**src/rtl/core/planar_link_constraint_jacobian_unit_assert.svh**
```systemverilog
`ifndef PLANAR_LINK_CONSTRAINT_JACOBIAN_UNIT_ASSERT_SVH
`define PLANAR_LINK_CONSTRAINT_JACOBIAN_UNIT_ASSERT_SVH
// implication check on a clock with synchronous reset
`define PLCJ_ASSERT_IMP(lbl, clk, rst_n, a, c) \
    lbl: assert property (@(posedge clk) disable iff (!rst_n) (a) |-> (c)) \
        else $error("assertion failed");
// next-cycle implication check
`define PLCJ_ASSERT_NEXT(lbl, clk, rst_n, a, c) \
    lbl: assert property (@(posedge clk) disable iff (!rst_n) (a) |=> (c)) \
        else $error("assertion failed");
`endif

```
**src/rtl/core/plcj_spring.sv**
```systemverilog
`default_nettype none
// spring force: magnitude, product, round and sign (three register stages)
module plcj_spring (
    input  wire logic                i_clk,
    input  wire logic signed [35:0]  i_gap,
    input  wire logic [31:0]         i_stiff,
    output logic signed [31:0]       o_force
);
    logic [35:0] r_mag;
    logic        r_neg0, r_neg1;
    logic [31:0] r_k;
    logic [51:0] r_hi;
    logic [47:0] r_lo;
    logic [52:0] n_p;
    logic [31:0] n_f;
    logic signed [31:0] r_f;

    always_ff @(posedge i_clk) begin
        r_mag  <= i_gap[35] ? 36'(-i_gap) : 36'(i_gap);
        r_neg0 <= i_gap[35];
        r_k    <= i_stiff;
        r_hi   <= 52'(r_k) * 52'(r_mag[35:16]);
        r_lo   <= 48'(r_k) * 48'(r_mag[15:0]);
        r_neg1 <= r_neg0;
    end

    always_comb begin
        n_p = 53'(r_hi) + 53'((r_lo + 48'h8000) >> 16);
        if (r_neg1) n_f = (n_p >= 53'h80000000) ? 32'h80000000 : -n_p[31:0];
        else        n_f = (n_p >= 53'h80000000) ? 32'h7FFFFFFF : n_p[31:0];
    end

    always_ff @(posedge i_clk) r_f <= signed'(n_f);
    assign o_force = r_f;
endmodule
`default_nettype wire

```
**config.mk**
```make
export PLATFORM = sky130hd
export DESIGN_NAME = plcj_spring
export DESIGN_NICKNAME = d
export VERILOG_FILES = /design/src/rtl/core/planar_link_constraint_jacobian_unit_assert.svh /design/src/rtl/core/plcj_spring.sv
export SDC_FILE = /design/constraint.sdc
export NUM_CORES = 2
export LEC_CHECK = 0
export ABC_AREA = 1
export BUFFER_PORTS_ARGS = -buffer_cell sky130_fd_sc_hd__buf_2
export CAP_MARGIN = 30
export CORE_ASPECT_RATIO = 1.75
export CORE_MARGIN = 3
export CORE_UTILIZATION = 35
export CTS_BUF_LIST = sky130_fd_sc_hd__clkbuf_16
export CTS_CLUSTER_DIAMETER = 100
export DETAILED_ROUTE_END_ITERATION = 8
export SETUP_SLACK_MARGIN = 0.3
export SLEW_MARGIN = 20
export SYNTH_ARGS = -nofsm -noshare
export SYNTH_HDL_FRONTEND = slang
export SYNTH_SLANG_ARGS = --single-unit
export TNS_END_PERCENT = 5
```
**constraint.sdc**
```tcl
create_clock -name i_clk -period 6.45 [get_ports i_clk]
set_clock_uncertainty 0.2 [all_clocks]
set_input_delay 1.29 -clock i_clk [delete_from_list [all_inputs] [get_ports i_clk]]
set_output_delay 1.29 -clock i_clk [all_outputs]
set_load 0.03 [all_outputs]
```
==> reports/results.ini <==
[sta]
fin_crit_ps = 6460
worstMarginPinSlew_ps = 927
layout_setup_ws_ps = -11.0
fin_hold_ws_ps = 132
hold_violations = 0
rsz0062_at_grt = true
setup_violations = 2
max_freq_mhz = 155
slew_headroom_pct = 38.2
slew_viol_final = 0
timing.final.crit_share_pct = 100

[global_route]
grt_pass1_vias = 46104
antenna_found_initial = 3
grtUsageTotal_pct = 22.2
gr-total-overflow = 0
grt_first_pass_wirelength_mm = 248
grt_max_degree = 60

[clock_network]
clkSinkCount = 187
clk_latency_ps = 520
clockBufferDepth = 2
cts_made_buffers = 17
cts_tree = yes
cts-root-buf = clkbuf_16
cts.clk_slew.worst_paths_ps = 90
htree_levels = 4

[layout]
multi_input_area_mm2 = 0.0378
drive_gt1_share_pct = 13.3
layout_commonest_cell = nand2_1
layout_common_cells = 1908 x nand2_1, 1878 x inv_1, 929 x fa_1
regArea_mm2 = 0.00379
syn_to_final_growth_pct = 17.5
fillCellCount = 14104
post-route-util_pct = 41.5
nets = 8421
antenna_cells = 0

[synth]
synthArstFlopShare_pct = 0
ys_warn_count = 0
synth_edf_count = 0
synth_area_leader_cell = fa_1
syn_avg_cell_area_um2 = 7.25
synth-seq-cells = 187
ys_seq_area_share_pct = 7.68
synth_top_area_share_pct = 39.2
syn_inst = 6720
synth_nets = 8058
syn-cell-area_mm2 = 0.0487
synth_area_leaders = fa_1 39%, nand2_1 15%, inv_1 15%
synth_ff_type = dfxtp_1
netlist-cell-type-count = 45

[drt]
ant_nets = 0
drtPass1Iterations = 5
wl_per_cell_um = 17.6
drcViolationCount = 0
vias = 42272
drt_iter0_drc = 2168
finalWirelength_mm = 157
vias_per_cell = 4.74

[worst_setup_path]
worst_ep_required_time_ps = 6650
crit_type = reg2reg
start_kind = register
crit_fanout = 8
r2r-end = r_hi[51]
critical_path_arrival_ps = 6660
cpPeakStageDelay_ps = 600
crit_path_end_kind = register
r2r_slack_ps = -10
cpMaxStageDelayCell = fa_1
reg2reg_depth = 27
r2r_start = r_mag[27]
cpMostUsedCell = fa_1

[placed_design]
gp_congestion = 0.932
dp_slack_ps = -347
dp_hpwl_mm = 132
portBuffers = 100

[floorplan]
initial_core_util_pct = 35.4
core_mm2 = 0.138
io_pins = 101
dieArea_mm2 = 0.144
rows = 180
fp.dieW_um = 288
die_y_um = 500

[job]
drv_cap = 0

[worst_hold_path]
hp-start = r_neg0
hold_path_depth = 0
min_path_type = reg2reg
min_to = r_neg1

[run_status]
status = finished with violations
violations = negative setup slack

layer usage:
layer  track usage, %  wire length [um]  vias up
li1                 -                 -    19889
met1             24.2             57900    20730
met2             41.7             82700     1223
met3             2.23              6440      428
met4             11.8             10000        2
met5                0                12        -
critical path, delay by kind of cell, from the launching register on:
family	cells	cell delay, ps
AO/OA/AOI/OAI	5	930
adder cells (fa/ha/maj)	8	3800
buffers and inverters	6	510
flip-flops	1	360
AND/OR/NAND/NOR	8	550
layout make-up:
type / count / share of cell area [%]
clock inverters: 15 / 0.339
flip-flops and latches: 187 / 6.63
repair buffers: 595 / 9.65
multi-input cells: 4360 / 66.1
clock buffers: 17 / 0.743
inverters: 1922 / 12.6
well taps: 1820 / 3.98
how the worst max path moves through the flow:
stage / from / to / slack (ps) / depth (start not counted)
floorplan: r_k[12] / r_hi[36] / 260 / 23
global placement: r_k[8] / r_hi[51] / -380 / 29
detailed placement: r_k[8] / r_hi[31] / -350 / 28
CTS: r_k[8] / r_hi[44] / -0.6 / 28
global route: r_mag[27] / r_hi[51] / -240 / 27
finish: r_mag[27] / r_hi[51] / -10 / 27
what timing repair did:
item	in CTS	in global routing
gates resized for setup	198	150
pin swaps	63	95
hold buffers	0	0
setup endpoints to repair	62	77
cloned	2	4
setup buffers	7	19
cells by family after synthesis:
family,count (synthesis),synth area share [%]
buf+inv,2173,16.8
flops,187,7.68
compound gates,334,3.99
fa+ha+maj,1269,47.3
simple gates,2591,21.3
xor+xnor,166,2.98
registers in the layout, indices dropped and copies added (netlist names):
signal,flops
r_neg1,1
r_k,32
r_mag,36
r_neg0,1
r_hi,52
o_force,32
r_lo,33
synth_stat cells (27+ instances only):
master and number:
inv_1 1893, inv_2 27, clkbuf_1 240, xor2_1 106, nor3_1 39, xnor2_1 60
ha_1 315, nand4_1 67, fa_1 954, a21oi_1 145, dfxtp_1 187, nand2_1 1944
o21ai_0 85, nand3_1 156, nor2_1 318
metrics by stage:
step | std cells | cell area (um^2) | setup TNS, ps
CTS | 8893 | 56400 | -0.578
global placement | 8852 | 54900 | -3570
global route | 8916 | 57300 | -2560
floorplan | 6720 | 48800 | 0
detailed placement | 8852 | 54900 | -3940
finish | 8916 | 57300 | -11.2
Power is not shown: default switching activity piles up to over one toggle a cycle in this logic, so the estimate is an artifact.
